===== config.mk =====
export PLATFORM = sky130hd
export DESIGN_NAME = http_message_framer_unit
export DESIGN_NICKNAME = d
export VERILOG_FILES = /design/src/hw/rtl/hmf_pkg.sv /design/src/hw/rtl/hmf_cfg_regs.sv /design/src/hw/rtl/hmf_parser.sv /design/src/hw/rtl/http_message_framer_unit.sv
export VERILOG_INCLUDE_DIRS = /design/src /design/src/hw/rtl
export SDC_FILE = /design/constraint.sdc
export NUM_CORES = 1
export LEC_CHECK = 0
export ABC_AREA = 1
export BUFFER_PORTS_ARGS = -buffer_cell sky130_fd_sc_hd__buf_2
export CAP_MARGIN = 20
export CORE_ASPECT_RATIO = 0.6
export CORE_MARGIN = 2
export CORE_UTILIZATION = 60
export CTS_BUF_LIST = sky130_fd_sc_hd__clkbuf_4
export CTS_CLUSTER_SIZE = 28
export DETAILED_ROUTE_END_ITERATION = 7
export PLACE_DENSITY = 0.84
export SLEW_MARGIN = 20
export SYNTH_ARGS = -nofsm -noshare
export SYNTH_HDL_FRONTEND = slang
export SYNTH_HIERARCHICAL = 1
export SYNTH_SLANG_ARGS = --single-unit

===== constraint.sdc =====
create_clock -name clk -period 5.6 [get_ports clk]
set_input_delay 1.12 -clock clk [delete_from_list [all_inputs] [get_ports clk]]
set_output_delay 1.12 -clock clk [all_outputs]
set_load 0.005 [all_outputs]

===== src/hw/rtl/assert_macros.svh =====
// Assertion macros used by the framer RTL.
// Depends on nothing; define ASSERT_OFF to compile the checks out.
`ifndef ASSERT_MACROS_SVH
`define ASSERT_MACROS_SVH
`ifndef ASSERT_OFF
`define HMF_ASSERT(lbl, clk, rstn, prop) \
    lbl: assert property (@(posedge clk) disable iff (!rstn) prop) \
        else $error("framer check failed");
`define HMF_ASSERT_NEVER(lbl, clk, rstn, prop) \
    lbl: assert property (@(posedge clk) disable iff (!rstn) !(prop)) \
        else $error("framer forbidden condition");
`else
`define HMF_ASSERT(lbl, clk, rstn, prop)
`define HMF_ASSERT_NEVER(lbl, clk, rstn, prop)
`endif
`endif


===== src/hw/rtl/hmf_pkg.sv =====
// Package for the HTTP message framer: types, codes and character tables.
// Used by every RTL module of the framer; depends on nothing.
`timescale 1ns / 1ps
package hmf_pkg;

    localparam int LENGTH_BITS = 32;
    localparam int NUM_W = LENGTH_BITS;
    localparam int REM_W = LENGTH_BITS + 2;

    localparam logic [7:0] CH_CR = 8'h0D;
    localparam logic [7:0] CH_LF = 8'h0A;
    localparam logic [7:0] CH_SP = 8'h20;
    localparam logic [7:0] CH_TAB = 8'h09;
    localparam logic [23:0] TERM_PREFIX = 24'h0D0A0D;

    localparam logic [7:0] CFG_IS_RESPONSE = 8'd0;
    localparam logic [7:0] CFG_HEADER_CAP = 8'd1;
    localparam logic [7:0] CFG_CHUNK_CAP = 8'd2;
    localparam logic [7:0] CFG_TRAILER_CAP = 8'd3;

    localparam logic [2:0] CLS_HEADER = 3'd0;
    localparam logic [2:0] CLS_LENGTH = 3'd1;
    localparam logic [2:0] CLS_CHUNK_LINE = 3'd2;
    localparam logic [2:0] CLS_CHUNK_DATA = 3'd3;
    localparam logic [2:0] CLS_TRAILER = 3'd4;
    localparam logic [2:0] CLS_CLOSE = 3'd5;

    localparam logic [1:0] MODE_NONE = 2'd0;
    localparam logic [1:0] MODE_LENGTH = 2'd1;
    localparam logic [1:0] MODE_CHUNKED = 2'd2;
    localparam logic [1:0] MODE_CLOSE = 2'd3;

    localparam logic [2:0] ERR_NONE = 3'd0;
    localparam logic [2:0] ERR_HEADER_LONG = 3'd1;
    localparam logic [2:0] ERR_BAD_LENGTH = 3'd2;
    localparam logic [2:0] ERR_CONFLICT = 3'd3;
    localparam logic [2:0] ERR_CHUNK_LONG = 3'd4;
    localparam logic [2:0] ERR_BAD_CHUNK = 3'd5;
    localparam logic [2:0] ERR_CHUNK_OVF = 3'd6;
    localparam logic [2:0] ERR_TRAILER_LONG = 3'd7;

    localparam logic [4:0] CL_NAME_LEN = 5'd15;
    localparam logic [4:0] TE_NAME_LEN = 5'd18;
    localparam logic [2:0] CK_WORD_LEN = 3'd7;

    typedef enum logic [5:0] {
        PH_HEADER = 6'b000001,
        PH_LENGTH = 6'b000010,
        PH_CHUNK_LINE = 6'b000100,
        PH_CHUNK_DATA = 6'b001000,
        PH_TRAILER = 6'b010000,
        PH_CLOSE = 6'b100000
    } phase_t;

    typedef enum logic [5:0] {
        K_START = 6'b000001,
        K_MATCH_CL = 6'b000010,
        K_MATCH_TE = 6'b000100,
        K_VAL_CL = 6'b001000,
        K_VAL_TE = 6'b010000,
        K_SKIP = 6'b100000
    } line_kind_t;

    typedef enum logic [3:0] {
        V_LEAD = 4'b0001,
        V_DIGITS = 4'b0010,
        V_TRAIL = 4'b0100,
        V_BAD = 4'b1000
    } value_stage_t;

    typedef struct packed {
        logic        is_response;
        logic [15:0] header_byte_cap;
        logic [11:0] chunk_line_cap;
        logic [11:0] trailer_line_cap;
    } cfg_t;

    typedef struct packed {
        logic [7:0] out_byte;
        logic [2:0] byte_class;
        logic       header_done;
        logic [1:0] body_mode;
        logic       message_end;
        logic [2:0] error_code;
    } result_t;

    function automatic logic [2:0] phase_class(input phase_t ph);
        logic [2:0] cls;
        unique case (ph)
            PH_HEADER: cls = CLS_HEADER;
            PH_LENGTH: cls = CLS_LENGTH;
            PH_CHUNK_LINE: cls = CLS_CHUNK_LINE;
            PH_CHUNK_DATA: cls = CLS_CHUNK_DATA;
            PH_TRAILER: cls = CLS_TRAILER;
            PH_CLOSE: cls = CLS_CLOSE;
            default: cls = CLS_HEADER;
        endcase
        return cls;
    endfunction

    function automatic logic [7:0] to_lower(input logic [7:0] b);
        return (b >= 8'h41 && b <= 8'h5A) ? b + 8'd32 : b;
    endfunction

    function automatic logic [7:0] cl_char(input logic [4:0] pos);
        logic [7:0] c;
        case (pos)
            5'd0: c = "c";
            5'd1: c = "o";
            5'd2: c = "n";
            5'd3: c = "t";
            5'd4: c = "e";
            5'd5: c = "n";
            5'd6: c = "t";
            5'd7: c = "-";
            5'd8: c = "l";
            5'd9: c = "e";
            5'd10: c = "n";
            5'd11: c = "g";
            5'd12: c = "t";
            5'd13: c = "h";
            5'd14: c = ":";
            default: c = 8'h00;
        endcase
        return c;
    endfunction

    function automatic logic [7:0] te_char(input logic [4:0] pos);
        logic [7:0] c;
        case (pos)
            5'd0: c = "t";
            5'd1: c = "r";
            5'd2: c = "a";
            5'd3: c = "n";
            5'd4: c = "s";
            5'd5: c = "f";
            5'd6: c = "e";
            5'd7: c = "r";
            5'd8: c = "-";
            5'd9: c = "e";
            5'd10: c = "n";
            5'd11: c = "c";
            5'd12: c = "o";
            5'd13: c = "d";
            5'd14: c = "i";
            5'd15: c = "n";
            5'd16: c = "g";
            5'd17: c = ":";
            default: c = 8'h00;
        endcase
        return c;
    endfunction

    function automatic logic [7:0] ck_char(input logic [2:0] pos);
        logic [7:0] c;
        case (pos)
            3'd0: c = "c";
            3'd1: c = "h";
            3'd2: c = "u";
            3'd3: c = "n";
            3'd4: c = "k";
            3'd5: c = "e";
            3'd6: c = "d";
            default: c = 8'h00;
        endcase
        return c;
    endfunction

    // Returns {valid, value} for a hexadecimal digit.
    function automatic logic [4:0] hex_digit(input logic [7:0] b);
        logic [7:0] l;
        l = to_lower(b);
        if (b >= "0" && b <= "9") begin
            return {1'b1, b[3:0]};
        end
        if (l >= "a" && l <= "f") begin
            return {1'b1, 4'(l - 8'h57)};
        end
        return 5'd0;
    endfunction

endpackage


===== src/hw/rtl/hmf_cfg_regs.sv =====
// Configuration register file of the HTTP message framer.
// Depends on hmf_pkg.
`timescale 1ns / 1ps
module hmf_cfg_regs (
    input  logic          clk,
    input  logic          rst_n,
    input  logic          cfg_valid,
    output logic          cfg_ready,
    input  logic [7:0]    cfg_index,
    input  logic [15:0]   cfg_data,
    output hmf_pkg::cfg_t cfg
);

    hmf_pkg::cfg_t cfg_reg;
    hmf_pkg::cfg_t cfg_next;

    assign cfg_ready = 1'b1;
    assign cfg = cfg_reg;

    always_comb
    begin
        cfg_next = cfg_reg;
        if (cfg_valid)
        begin
            unique case (cfg_index)
                hmf_pkg::CFG_IS_RESPONSE: cfg_next.is_response = cfg_data[0];
                hmf_pkg::CFG_HEADER_CAP: cfg_next.header_byte_cap = cfg_data;
                hmf_pkg::CFG_CHUNK_CAP: cfg_next.chunk_line_cap = cfg_data[11:0];
                hmf_pkg::CFG_TRAILER_CAP: cfg_next.trailer_line_cap = cfg_data[11:0];
                default: cfg_next = cfg_reg;
            endcase
        end
    end

    always_ff @(posedge clk or negedge rst_n)
    begin
        if (!rst_n)
        begin
            cfg_reg.is_response <= 1'b0;
            cfg_reg.header_byte_cap <= 16'd8192;
            cfg_reg.chunk_line_cap <= 12'd256;
            cfg_reg.trailer_line_cap <= 12'd1024;
        end
        else
        begin
            cfg_reg <= cfg_next;
        end
    end

endmodule


===== src/hw/rtl/hmf_parser.sv =====
// Parser state and per-byte update logic of the HTTP message framer.
// Depends on hmf_pkg and assert_macros.svh.
`timescale 1ns / 1ps
`include "assert_macros.svh"
module hmf_parser (
    input  logic             clk,
    input  logic             rst_n,
    input  logic             fire,
    input  logic [7:0]       data_byte,
    input  hmf_pkg::cfg_t    cfg,
    output hmf_pkg::result_t res
);

    localparam int NW = hmf_pkg::NUM_W;
    localparam int RW = hmf_pkg::REM_W;

    hmf_pkg::phase_t phase_reg, phase_next;
    logic [15:0] header_count_reg, header_count_next;
    logic [11:0] line_count_reg, line_count_next;
    logic [23:0] recent_bytes_reg, recent_bytes_next;
    logic first_line_reg, first_line_next;
    hmf_pkg::line_kind_t line_kind_reg, line_kind_next;
    logic [4:0] name_match_pos_reg, name_match_pos_next;
    hmf_pkg::value_stage_t value_stage_reg, value_stage_next;
    logic [NW-1:0] number_acc_reg, number_acc_next;
    logic [NW-1:0] length_value_reg, length_value_next;
    logic have_length_reg, have_length_next;
    logic chunked_flag_reg, chunked_flag_next;
    logic [2:0] chunked_match_pos_reg, chunked_match_pos_next;
    logic [9:0] status_acc_reg, status_acc_next;
    logic [1:0] status_stage_reg, status_stage_next;
    logic size_overflow_reg, size_overflow_next;
    logic [RW-1:0] remaining_reg, remaining_next;
    logic [2:0] sticky_error_reg, sticky_error_next;

    logic [7:0] prev;
    logic [7:0] low_b;
    logic is_digit, is_blank, crlf, term, forbids, clear_hdr;
    logic [3:0] digit;
    logic [4:0] hex;
    logic [NW+3:0] dec_prod;
    logic [NW-1:0] dec_base;
    logic [13:0] status_prod;
    hmf_pkg::value_stage_t vs_tmp;
    logic hd, fin;
    logic [1:0] mode;
    logic [2:0] err;

    assign prev = recent_bytes_reg[7:0];
    assign low_b = hmf_pkg::to_lower(data_byte);
    assign is_digit = data_byte >= "0" && data_byte <= "9";
    assign digit = data_byte[3:0];
    assign is_blank = data_byte == hmf_pkg::CH_SP || data_byte == hmf_pkg::CH_TAB;
    assign hex = hmf_pkg::hex_digit(data_byte);
    assign crlf = data_byte == hmf_pkg::CH_LF && prev == hmf_pkg::CH_CR;
    assign term = crlf && recent_bytes_reg == hmf_pkg::TERM_PREFIX;
    assign forbids = cfg.is_response
        && ((status_acc_reg >= 10'd100 && status_acc_reg < 10'd200)
            || status_acc_reg == 10'd204 || status_acc_reg == 10'd304);
    assign dec_base = (value_stage_reg == hmf_pkg::V_LEAD) ? '0 : number_acc_reg;
    assign dec_prod = ({4'd0, dec_base} << 3) + ({4'd0, dec_base} << 1)
        + {{NW{1'b0}}, digit};
    assign status_prod = ({4'd0, status_acc_reg} << 3) + ({4'd0, status_acc_reg} << 1)
        + {10'd0, digit};

    always_comb
    begin
        phase_next = phase_reg;
        header_count_next = header_count_reg;
        line_count_next = line_count_reg;
        recent_bytes_next = recent_bytes_reg;
        first_line_next = first_line_reg;
        line_kind_next = line_kind_reg;
        name_match_pos_next = name_match_pos_reg;
        value_stage_next = value_stage_reg;
        number_acc_next = number_acc_reg;
        length_value_next = length_value_reg;
        have_length_next = have_length_reg;
        chunked_flag_next = chunked_flag_reg;
        chunked_match_pos_next = chunked_match_pos_reg;
        status_acc_next = status_acc_reg;
        status_stage_next = status_stage_reg;
        size_overflow_next = size_overflow_reg;
        remaining_next = remaining_reg;
        sticky_error_next = sticky_error_reg;
        hd = 1'b0;
        fin = 1'b0;
        mode = hmf_pkg::MODE_NONE;
        err = hmf_pkg::ERR_NONE;
        clear_hdr = 1'b0;
        vs_tmp = value_stage_reg;

        if (sticky_error_reg != hmf_pkg::ERR_NONE)
        begin
            err = sticky_error_reg;
        end
        else
        begin
            unique case (phase_reg)
                hmf_pkg::PH_HEADER:
                begin
                    if (header_count_reg >= cfg.header_byte_cap)
                    begin
                        err = hmf_pkg::ERR_HEADER_LONG;
                    end
                    else if (!crlf)
                    begin
                        header_count_next = header_count_reg + 16'd1;
                        if (first_line_reg)
                        begin
                            case (status_stage_reg)
                                2'd0:
                                begin
                                    if (data_byte == hmf_pkg::CH_SP)
                                    begin
                                        status_stage_next = 2'd1;
                                    end
                                end
                                2'd1:
                                begin
                                    if (is_digit)
                                    begin
                                        status_acc_next = {6'd0, digit};
                                        status_stage_next = 2'd2;
                                    end
                                    else if (!is_blank)
                                    begin
                                        status_acc_next = 10'd0;
                                        status_stage_next = 2'd3;
                                    end
                                end
                                2'd2:
                                begin
                                    if (is_digit)
                                    begin
                                        status_acc_next = (status_prod > 14'd999) ? 10'd1000
                                            : status_prod[9:0];
                                    end
                                    else
                                    begin
                                        status_stage_next = 2'd3;
                                    end
                                end
                                default:
                                begin
                                    status_stage_next = status_stage_reg;
                                end
                            endcase
                        end
                        unique case (line_kind_reg)
                            hmf_pkg::K_START:
                            begin
                                if (low_b == "c")
                                begin
                                    line_kind_next = hmf_pkg::K_MATCH_CL;
                                    name_match_pos_next = 5'd1;
                                end
                                else if (low_b == "t")
                                begin
                                    line_kind_next = hmf_pkg::K_MATCH_TE;
                                    name_match_pos_next = 5'd1;
                                end
                                else
                                begin
                                    line_kind_next = hmf_pkg::K_SKIP;
                                end
                            end
                            hmf_pkg::K_MATCH_CL:
                            begin
                                if (name_match_pos_reg < hmf_pkg::CL_NAME_LEN
                                    && low_b == hmf_pkg::cl_char(name_match_pos_reg))
                                begin
                                    name_match_pos_next = name_match_pos_reg + 5'd1;
                                    if (name_match_pos_next == hmf_pkg::CL_NAME_LEN)
                                    begin
                                        line_kind_next = hmf_pkg::K_VAL_CL;
                                        value_stage_next = hmf_pkg::V_LEAD;
                                        number_acc_next = '0;
                                    end
                                end
                                else
                                begin
                                    line_kind_next = hmf_pkg::K_SKIP;
                                end
                            end
                            hmf_pkg::K_MATCH_TE:
                            begin
                                if (name_match_pos_reg < hmf_pkg::TE_NAME_LEN
                                    && low_b == hmf_pkg::te_char(name_match_pos_reg))
                                begin
                                    name_match_pos_next = name_match_pos_reg + 5'd1;
                                    if (name_match_pos_next == hmf_pkg::TE_NAME_LEN)
                                    begin
                                        line_kind_next = hmf_pkg::K_VAL_TE;
                                        chunked_match_pos_next = 3'd0;
                                    end
                                end
                                else
                                begin
                                    line_kind_next = hmf_pkg::K_SKIP;
                                end
                            end
                            hmf_pkg::K_VAL_CL:
                            begin
                                if (prev == hmf_pkg::CH_CR)
                                begin
                                    vs_tmp = hmf_pkg::V_BAD;
                                end
                                value_stage_next = vs_tmp;
                                if (data_byte == hmf_pkg::CH_CR || vs_tmp == hmf_pkg::V_BAD)
                                begin
                                    value_stage_next = vs_tmp;
                                end
                                else if (is_digit && vs_tmp != hmf_pkg::V_TRAIL)
                                begin
                                    if (dec_prod[NW+3:NW] != 4'd0)
                                    begin
                                        number_acc_next = dec_base;
                                        value_stage_next = hmf_pkg::V_BAD;
                                    end
                                    else
                                    begin
                                        number_acc_next = dec_prod[NW-1:0];
                                        value_stage_next = hmf_pkg::V_DIGITS;
                                    end
                                end
                                else if (is_blank)
                                begin
                                    if (vs_tmp == hmf_pkg::V_DIGITS)
                                    begin
                                        value_stage_next = hmf_pkg::V_TRAIL;
                                    end
                                end
                                else
                                begin
                                    value_stage_next = hmf_pkg::V_BAD;
                                end
                            end
                            hmf_pkg::K_VAL_TE:
                            begin
                                if (chunked_match_pos_reg < hmf_pkg::CK_WORD_LEN)
                                begin
                                    if (low_b == hmf_pkg::ck_char(chunked_match_pos_reg))
                                    begin
                                        chunked_match_pos_next = chunked_match_pos_reg + 3'd1;
                                    end
                                    else
                                    begin
                                        chunked_match_pos_next = (low_b == "c") ? 3'd1 : 3'd0;
                                    end
                                end
                            end
                            default:
                            begin
                                line_kind_next = line_kind_reg;
                            end
                        endcase
                    end
                    else
                    begin
                        header_count_next = header_count_reg + 16'd1;
                        if (line_kind_reg == hmf_pkg::K_VAL_CL)
                        begin
                            if (value_stage_reg == hmf_pkg::V_LEAD
                                || value_stage_reg == hmf_pkg::V_BAD)
                            begin
                                err = hmf_pkg::ERR_BAD_LENGTH;
                            end
                            else if (have_length_reg && number_acc_reg != length_value_reg)
                            begin
                                err = hmf_pkg::ERR_CONFLICT;
                            end
                            else
                            begin
                                length_value_next = number_acc_reg;
                                have_length_next = 1'b1;
                            end
                        end
                        else if (line_kind_reg == hmf_pkg::K_VAL_TE)
                        begin
                            chunked_flag_next = chunked_match_pos_reg == hmf_pkg::CK_WORD_LEN;
                        end
                        line_kind_next = hmf_pkg::K_START;
                        name_match_pos_next = 5'd0;
                        first_line_next = 1'b0;
                        value_stage_next = hmf_pkg::V_LEAD;
                        number_acc_next = '0;
                        if (term)
                        begin
                            hd = 1'b1;
                            clear_hdr = 1'b1;
                            if (forbids)
                            begin
                                fin = 1'b1;
                            end
                            else if (chunked_flag_next)
                            begin
                                mode = hmf_pkg::MODE_CHUNKED;
                                phase_next = hmf_pkg::PH_CHUNK_LINE;
                            end
                            else if (have_length_next && length_value_next != '0)
                            begin
                                mode = hmf_pkg::MODE_LENGTH;
                                phase_next = hmf_pkg::PH_LENGTH;
                                remaining_next = {2'd0, length_value_next};
                            end
                            else if (cfg.is_response && !have_length_next)
                            begin
                                mode = hmf_pkg::MODE_CLOSE;
                                phase_next = hmf_pkg::PH_CLOSE;
                            end
                            else
                            begin
                                fin = 1'b1;
                            end
                        end
                    end
                end
                hmf_pkg::PH_LENGTH, hmf_pkg::PH_CHUNK_DATA:
                begin
                    if (remaining_reg <= RW'(1))
                    begin
                        remaining_next = '0;
                        if (phase_reg == hmf_pkg::PH_LENGTH)
                        begin
                            fin = 1'b1;
                            phase_next = hmf_pkg::PH_HEADER;
                        end
                        else
                        begin
                            phase_next = hmf_pkg::PH_CHUNK_LINE;
                            line_count_next = 12'd0;
                            value_stage_next = hmf_pkg::V_LEAD;
                            number_acc_next = '0;
                            size_overflow_next = 1'b0;
                        end
                    end
                    else
                    begin
                        remaining_next = remaining_reg - RW'(1);
                    end
                end
                hmf_pkg::PH_CHUNK_LINE:
                begin
                    if (crlf && line_count_reg != 12'd0)
                    begin
                        if (value_stage_reg == hmf_pkg::V_LEAD
                            || value_stage_reg == hmf_pkg::V_BAD)
                        begin
                            err = hmf_pkg::ERR_BAD_CHUNK;
                        end
                        else if (size_overflow_reg)
                        begin
                            err = hmf_pkg::ERR_CHUNK_OVF;
                        end
                        else
                        begin
                            if (number_acc_reg == '0)
                            begin
                                phase_next = hmf_pkg::PH_TRAILER;
                            end
                            else
                            begin
                                remaining_next = {2'd0, number_acc_reg} + RW'(2);
                                phase_next = hmf_pkg::PH_CHUNK_DATA;
                            end
                            line_count_next = 12'd0;
                            value_stage_next = hmf_pkg::V_LEAD;
                            number_acc_next = '0;
                            size_overflow_next = 1'b0;
                        end
                    end
                    else if (line_count_reg >= cfg.chunk_line_cap)
                    begin
                        err = hmf_pkg::ERR_CHUNK_LONG;
                    end
                    else
                    begin
                        line_count_next = line_count_reg + 12'd1;
                        if (value_stage_reg == hmf_pkg::V_LEAD)
                        begin
                            if (hex[4])
                            begin
                                number_acc_next = {{(NW-4){1'b0}}, hex[3:0]};
                                value_stage_next = hmf_pkg::V_DIGITS;
                            end
                            else
                            begin
                                value_stage_next = hmf_pkg::V_BAD;
                            end
                        end
                        else if (value_stage_reg == hmf_pkg::V_DIGITS)
                        begin
                            if (!hex[4])
                            begin
                                value_stage_next = hmf_pkg::V_TRAIL;
                            end
                            else if (number_acc_reg[NW-1:NW-4] != 4'd0)
                            begin
                                size_overflow_next = 1'b1;
                            end
                            else
                            begin
                                number_acc_next = {number_acc_reg[NW-5:0], hex[3:0]};
                            end
                        end
                    end
                end
                hmf_pkg::PH_TRAILER:
                begin
                    if (crlf && line_count_reg != 12'd0)
                    begin
                        if (line_count_reg == 12'd1)
                        begin
                            fin = 1'b1;
                            phase_next = hmf_pkg::PH_HEADER;
                        end
                        line_count_next = 12'd0;
                    end
                    else if (line_count_reg >= cfg.trailer_line_cap)
                    begin
                        err = hmf_pkg::ERR_TRAILER_LONG;
                    end
                    else
                    begin
                        line_count_next = line_count_reg + 12'd1;
                    end
                end
                default:
                begin
                    phase_next = phase_reg;
                end
            endcase

            if (err != hmf_pkg::ERR_NONE)
            begin
                phase_next = phase_reg;
                sticky_error_next = err;
                hd = 1'b0;
                fin = 1'b0;
                mode = hmf_pkg::MODE_NONE;
            end
            else
            begin
                recent_bytes_next = {recent_bytes_reg[15:0], data_byte};
                if (fin)
                begin
                    recent_bytes_next = 24'd0;
                    clear_hdr = 1'b1;
                end
                if (clear_hdr)
                begin
                    header_count_next = 16'd0;
                    first_line_next = 1'b1;
                    line_kind_next = hmf_pkg::K_START;
                    name_match_pos_next = 5'd0;
                    chunked_match_pos_next = 3'd0;
                    have_length_next = 1'b0;
                    length_value_next = '0;
                    chunked_flag_next = 1'b0;
                    status_acc_next = 10'd0;
                    status_stage_next = 2'd0;
                    line_count_next = 12'd0;
                    value_stage_next = hmf_pkg::V_LEAD;
                    number_acc_next = '0;
                    size_overflow_next = 1'b0;
                end
            end
        end

        res.out_byte = data_byte;
        res.byte_class = hmf_pkg::phase_class(phase_reg);
        res.header_done = hd;
        res.body_mode = hd ? mode : hmf_pkg::MODE_NONE;
        res.message_end = fin;
        res.error_code = err;
    end

    always_ff @(posedge clk or negedge rst_n)
    begin
        if (!rst_n)
        begin
            phase_reg <= hmf_pkg::PH_HEADER;
            header_count_reg <= 16'd0;
            line_count_reg <= 12'd0;
            recent_bytes_reg <= 24'd0;
            first_line_reg <= 1'b1;
            line_kind_reg <= hmf_pkg::K_START;
            name_match_pos_reg <= 5'd0;
            value_stage_reg <= hmf_pkg::V_LEAD;
            number_acc_reg <= '0;
            length_value_reg <= '0;
            have_length_reg <= 1'b0;
            chunked_flag_reg <= 1'b0;
            chunked_match_pos_reg <= 3'd0;
            status_acc_reg <= 10'd0;
            status_stage_reg <= 2'd0;
            size_overflow_reg <= 1'b0;
            remaining_reg <= '0;
            sticky_error_reg <= hmf_pkg::ERR_NONE;
        end
        else if (fire)
        begin
            phase_reg <= phase_next;
            header_count_reg <= header_count_next;
            line_count_reg <= line_count_next;
            recent_bytes_reg <= recent_bytes_next;
            first_line_reg <= first_line_next;
            line_kind_reg <= line_kind_next;
            name_match_pos_reg <= name_match_pos_next;
            value_stage_reg <= value_stage_next;
            number_acc_reg <= number_acc_next;
            length_value_reg <= length_value_next;
            have_length_reg <= have_length_next;
            chunked_flag_reg <= chunked_flag_next;
            chunked_match_pos_reg <= chunked_match_pos_next;
            status_acc_reg <= status_acc_next;
            status_stage_reg <= status_stage_next;
            size_overflow_reg <= size_overflow_next;
            remaining_reg <= remaining_next;
            sticky_error_reg <= sticky_error_next;
        end
    end

    // A raised error freezes the parser for good.
    `HMF_ASSERT(a_sticky_holds, clk, rst_n, (sticky_error_reg != hmf_pkg::ERR_NONE) |=> $stable(sticky_error_reg) && $stable(phase_reg))
    `HMF_ASSERT(a_done_in_header, clk, rst_n, (fire && res.header_done) |=> (recent_bytes_reg == 24'd0 || phase_reg != hmf_pkg::PH_HEADER || $past(res.message_end) == 1'b0))
    `HMF_ASSERT_NEVER(a_end_with_error, clk, rst_n, fire && res.message_end && res.error_code != hmf_pkg::ERR_NONE)

endmodule


===== src/hw/rtl/http_message_framer_unit.sv =====
// Top level of the HTTP/1.1 message framer: handshakes and the result register.
// Depends on hmf_pkg, hmf_cfg_regs and hmf_parser.
//
//   channel   direction  handshake              payload
//   input     in         in_valid / in_stall    data_byte
//   result    out        out_valid / out_stall  out_byte .. error_code
//   config    in         cfg_valid / cfg_ready  cfg_index, cfg_data
//
// One byte is accepted per cycle while in_stall is low, limited by the
// single parser state update. The result is registered and appears in the cycle after its transfer.
// Reset returns the parser to the header phase and the registers to defaults.
// A stalled result holds the result register; a new byte is taken while the
// held result is being transferred out.
`timescale 1ns / 1ps
module http_message_framer_unit (
    input  logic        clk,
    input  logic        rst_n,
    input  logic        in_valid,
    output logic        in_stall,
    input  logic [7:0]  data_byte,
    output logic        out_valid,
    input  logic        out_stall,
    output logic [7:0]  out_byte,
    output logic [2:0]  byte_class,
    output logic        header_done,
    output logic [1:0]  body_mode,
    output logic        message_end,
    output logic [2:0]  error_code,
    input  logic        cfg_valid,
    output logic        cfg_ready,
    input  logic [7:0]  cfg_index,
    input  logic [15:0] cfg_data
);

    hmf_pkg::cfg_t cfg;
    hmf_pkg::result_t res;
    hmf_pkg::result_t res_reg;
    logic out_valid_reg;
    logic fire;

    assign in_stall = out_valid_reg && out_stall;
    assign fire = in_valid && !in_stall;

    hmf_cfg_regs u_cfg (
        .clk(clk),
        .rst_n(rst_n),
        .cfg_valid(cfg_valid),
        .cfg_ready(cfg_ready),
        .cfg_index(cfg_index),
        .cfg_data(cfg_data),
        .cfg(cfg)
    );

    hmf_parser u_parser (
        .clk(clk),
        .rst_n(rst_n),
        .fire(fire),
        .data_byte(data_byte),
        .cfg(cfg),
        .res(res)
    );

    always_ff @(posedge clk or negedge rst_n)
    begin
        if (!rst_n)
        begin
            out_valid_reg <= 1'b0;
        end
        else if (fire)
        begin
            out_valid_reg <= 1'b1;
        end
        else if (!out_stall)
        begin
            out_valid_reg <= 1'b0;
        end
    end

    always_ff @(posedge clk)
    begin
        if (fire)
        begin
            res_reg <= res;
        end
    end

    assign out_valid = out_valid_reg;
    assign out_byte = res_reg.out_byte;
    assign byte_class = res_reg.byte_class;
    assign header_done = res_reg.header_done;
    assign body_mode = res_reg.body_mode;
    assign message_end = res_reg.message_end;
    assign error_code = res_reg.error_code;

endmodule


======== Word-level counts from Yosys, hierarchy flattened ========
Memories as Yosys holds them, arrays and structs flattened.
Index checks and enable logic that the tools add are counted.
word-level totals
  output and inout bits ................... 21
  memories ................................ 2
  input port bits ......................... 37
  logic and storage cells ................. 447
  register bits after elaboration ......... 253
  ROM bits ................................ 336
operators by class
  reductions and logical operators ........ 48
  add/subtract/negate cells ............... 12
  bitwise operators ....................... 6
  equal/unequal tests ..................... 61
  magnitude comparators ................... 16
  mux-type cells .......................... 272
memories
  name              depth  width  read ports  clocked after Yosys merged registers in  write ports  line            source
  (name not given)  32     7      1           0                                        0            hmf_pkg.sv:130  case (pos)
  (name not given)  16     7      1           0                                        0            hmf_pkg.sv:107  case (pos)
operators with widths
  kind                                                             number
  two-way mux 32 bit                                               33
  two-way mux 34 bit                                               11
  two-way mux 6 bit                                                24
  two-way mux 8 bit                                                18
  two-way mux 12 bit                                               10
  two-way mux 4 bit                                                27
  one-hot mux 34 bit (3 select lines)                              1
  two-way mux 10 bit                                               10
  one-hot mux 32 bit (3 select lines)                              1
  two-way mux 5 bit                                                14
  two-way mux 1 bit                                                67
  two-way mux 3 bit                                                22
  two-way mux 16 bit                                               4
  one-hot mux 32 bit (2 select lines)                              1
  one-hot mux 7 bit (7 select lines)                               1
  adder 35 x 33 -> 36 bit                                          1
  adder 36 x 4 -> 36 bit                                           1
  one-hot mux 12 bit (3 select lines)                              1
  less-or-equal comparator 34 x 1 -> 1 bit, second input constant  1
  subtractor 34 x 1 -> 34 bit, second input constant               1
  adder 32 x 2 -> 33 bit, second input constant                    1
  == test 8 x 4 -> 1 bit, second input constant                    4
  logical NOT 32 bit                                               1
  inequality test 32 bit                                           1
  other kinds (81)                                                 159

======== Longest topological paths before layout ========
  depth after elaboration ................. 25
  gate-level depth with buffers ........... 32
  depth with buffers taken out ............ 30

======== By module ========
Netlist, hierarchy kept.
modules (own cells, without submodules)
  module                    seq. area each (um^2)  area each (um^2)  times used  cells each
  hmf_parser                4834.6                 20559.7           1           3271
  hmf_cfg_regs              1029.7                 1727.9            1           196
  http_message_framer_unit  565.5                  585.6             1           24

======== Worst setup path before layout ========
OpenSTA, ideal clock, no wires.
  path kind ............................... reg-to-reg
  start ................................... register u_parser.value_stage_reg[0]
  end ..................................... register u_parser.number_acc_reg[8]
  period minus slack after synthesis ...... 4.568 ns
  required time ........................... 5.482 ns
  library setup time ...................... 0.118 ns
  data arrival time ....................... 4.450 ns
  buffers on the path ..................... 4
  slack ................................... 1.032 ns
  stages on the path, launching flop included .. 28
  cell sequence ........................... dfstp_2 nand4_1 inv_1 clkbuf_1 clkbuf_1 clkbuf_1 nor2_1 ha_1 ha_1 nand2_1 nor2_1 nand2_1 o21ai_0 nand2_1 nand3_1 xor2_1 nand2_1 nor2_4 nor2_1 nor2_1 nor2_1 nor2_1 nand2_1 buf_2 nand2_1 nand2_1 nand3_1 nand2_1
between the ends
  longest elaborated chain between the ends .. 24
  elaborated cells between the ends (all ways) .. 69
  those cells by class .................... add/sub: 2; eq/ne: 5; mux: 53; reduce/logical: 9
ends and longest elaborated chain
  what                                                              line               source
  start: declaration                                                hmf_parser.sv:24   hmf_pkg::value_stage_t value_stage_reg, value_stage_next;
  start signal: assignment                                          hmf_parser.sv:490  value_stage_reg <= hmf_pkg::V_LEAD;
  start signal: assignment                                          hmf_parser.sv:511  value_stage_reg <= value_stage_next;
  branches (longest 23 deep; another with adder 35 x 33 -> 36 bit)  n/a
  two-way mux 32 bit *                                              hmf_parser.sv:435  if (err != hmf_pkg::ERR_NONE)
  end signal: assignment                                            hmf_parser.sv:512  number_acc_reg <= number_acc_next;
  end: declaration                                                  hmf_parser.sv:25   logic [NW-1:0] number_acc_reg, number_acc_next;
Mark *: on every way between the ends. The select of a mux whose other input is x is not followed.
A chain may end at the register's enable or synchronous reset.

======== Worst setup path after layout ========
  start ................................... register u_parser.value_stage_reg[0]
  end ..................................... register u_parser.number_acc_reg[11]
The elaborated chain is that of the path after synthesis.

==> metrics <==
run status completed; area of the mapped netlist 22900 um^2; crit path kind reg -> reg; minimum clock period 5270 ps; Async SR Flop Fraction 92.9%; CTS Buffer Depth 3; Worst Skew between 70 and 80 ps; first-pass GRT wire length 117 mm; register area 6430 um^2; placed instance area around 23000 um^2; final period utilization 94.1%; unrepaired setup endpoints after global routing no; Worst VDD drop 0.139 mV; post-CTS resize count 0; P per Cell Area 166 nW/um^2; clock sinks approximately 250; fill count 3422; Synth Area per Inst 6.55 um^2; Worst-Skew Late Latency between 800 and 900 ps; final WL roughly 73 mm; Die Ht roughly 160 um; TritonCTS buffer count 61; leakage power approximately 12 nW; R2R Setup Slk 330 ps; Max Freq 190 MHz; vias in the first global route 22200; GRT Overall Usage 36.0%; total power 4.03 mW; setup bufs post-CTS 0; area of the multi-input gates 14100 um^2; most frequent cells in the layout 988 x nand2_1, 383 x inv_1, 330 x nand3_1, 302 x nor2_1, 262 x o21ai_0; Slew Limit Fails 0; Max FO, Critical Path 23; endpoints failing setup 0; initial DRC count 3495; 1st-pass router iterations 6; Worst R2R Path Depth 24; Yosys top cell area share 24.9%; TritonCTS clock tree done; Die ar. 39800 um^2; CP Data Required Time 6240 ps; CTS root buf clkbuf_4; Max Cap Viol 0; grt total ovfl 0; GP Congestion roughly 1; Mapped Nets between 3000 and 4000; Post-synth EDFFs 18; Worst setup EP type flip-flop; initial antenna violation count 4; Final Hold Vio Count 0; final instance area around 24000 um^2; YS warnings 6; Worst R2R Start u_parser/value_stage_reg[0]$_DFFE_PN1P_; commonest non-fill, non-tap cell in the layout nand2_1; largest net degree at the start of global routing about 130; ys flop type dfrtp_1; sequential fraction of the synthesis area 28.1%; hold_buf cts 0; post-synthesis cell count 3491; normalized max-slew margin 27.0%; Util after Layout 64.3%; Yosys cell types 64; std cell rows 55; PortBufs between 50 and 60; synthesized flop and latch total 253; Yosys top cell by area dfrtp_1; Die X-Extent roughly 260 um; CTS HTree Levels 2; Worst-Margin Slew 1100 ps; Final nets between 3000 and 4000; FF-to-FF End u_parser/number_acc_reg[11]$_DFFE_PN0P_; starting density of the core between 60% and 70%; DRC viols 0; Placeable Area 37600 um^2; Post-DP HPWL ~54 mm; Largest register FFs 41; number of vias per cell 6.01; # IOs 58; share of layout cells above drive strength 1 8.08%; Sum Neg Setup Slack 0 ps; crit start category flip-flop; vias 24400; area grow syn2layout 5.86%; routed len/inst 17.9 um; Clock transition at path regs 80 ps; Worst Hold Slack 460 ps; Hold WC Path Type in -> async; critical path arrival between 5000 and 6000 ps; post-route ant nets 0; main area contributors after synthesis dfrtp_1 25%, nand2_1 16%, ha_1 8.5%
where the power goes:
group          internal, mW  switching, mW
Clock                 0.787          0.840
Combinational         0.150          0.315
Sequential             1.88         0.0486
worst max-delay path, stage by stage (launching register included):
cell and delay, ps:
dfstp_2 570, nand4_1 290, inv_1 280, buf_4 300, nor2_1 110, ha_1 350
fa_1 470, nand3_1 90, nand2_1 90, a21oi_1 330, o21ai_1 190, nand3_1 100
nand2_1 150, nand2_1 130, nand2_1 50, nand2_1 50, nand2_1 60, nand2_1 110
nor2_4 80, nand3_1 250, clkinvlp_4 500, a22oi_1 310, nand2_1 100, nand3_1 70
nand2_1 60
metrics by stage:
| step | worst slack [ps] | std cells |
|---|---|---|
| after floorplan | 1030 | 3491 |
| after global placement | 500 | 3951 |
| after detailed placement | 386 | 3951 |
| after CTS | 342 | 4065 |
| after global routing | 20.7 | 4066 |
| final | 330 | 4066 |
cells in the mapped netlist, types with 5 or more instances:
library cell / count
a211oi_1: 11
a21oi_1: 149
a221oi_1: 8
a22oi_1: 23
a31oi_1: 9
buf_1: 5
buf_2: 59
buf_4: 15
buf_6: 10
clkbuf_1: 67
dfrtp_1: 228
dfstp_2: 7
edfxtp_1: 18
ha_1: 155
inv_1: 385
inv_2: 21
nand2_1: 988
nand2_2: 10
nand3_1: 330
nand3_2: 13
nand4_1: 55
nor2_1: 304
nor3_1: 55
nor4_1: 44
o211ai_1: 12
o21a_1: 8
o21ai_0: 262
o21ai_1: 13
o21bai_1: 9
o221ai_1: 8
o22ai_1: 24
o32ai_1: 8
xnor2_1: 47
xor2_1: 72
cell type report:
cell class              instances  share of cell area (%)
multi-input cells            2674                    58.4
repair buffers                103                    2.71
clock inverters                17                   0.320
inverters                     408                    6.36
clock buffers                  97                    3.01
well taps                     513                    2.65
flip-flops and latches        253                    26.6
diodes                          1                  0.0103
how the worst max path moves through the flow:
stage	startpoint	end	slack [ps]	cells past startpoint
2_1_floorplan	u_parser/value_stage_reg[0]$_DFFE_PN1P_	u_parser/number_acc_reg[8]$_DFFE_PN0P_	1030	27
3_3_place_gp	data_byte[3]	u_parser/number_acc_reg[0]$_DFFE_PN0P_	500	25
3_5_place_dp	data_byte[3]	u_parser/number_acc_reg[11]$_DFFE_PN0P_	390	25
4_1_cts	u_parser/value_stage_reg[0]$_DFFE_PN1P_	u_parser/number_acc_reg[11]$_DFFE_PN0P_	340	25
5_1_grt	u_parser/value_stage_reg[3]$_DFFE_PN0P_	u_parser/number_acc_reg[19]$_DFFE_PN0P_	20	25
6_report	u_parser/value_stage_reg[0]$_DFFE_PN1P_	u_parser/number_acc_reg[11]$_DFFE_PN0P_	330	24
cells by family (layout without fill, tap and decap cells):
family                     after synthesis  after routing  share of synthesized area, %
other                                    1              2                        0.0164
adders and majority gates              158            158                          8.74
DFF                                    253            253                          28.1
AOI/OAI and AO/OA                      568            568                          14.1
buffers and inverters                  564            625                          10.2
xor gates and xnor gates               119            119                          4.56
and+or+nand+nor                       1828           1828                          34.4
routing by layer:
metal / GRT usage (%) / routed length, um
met5: 0 / 13
met3: 10.4 / 10800
met1: 53.7 / 31600
met4: 9.25 / 1620
met2: 50.4 / 28700
Note: power is estimated with default switching activity, not from simulation.
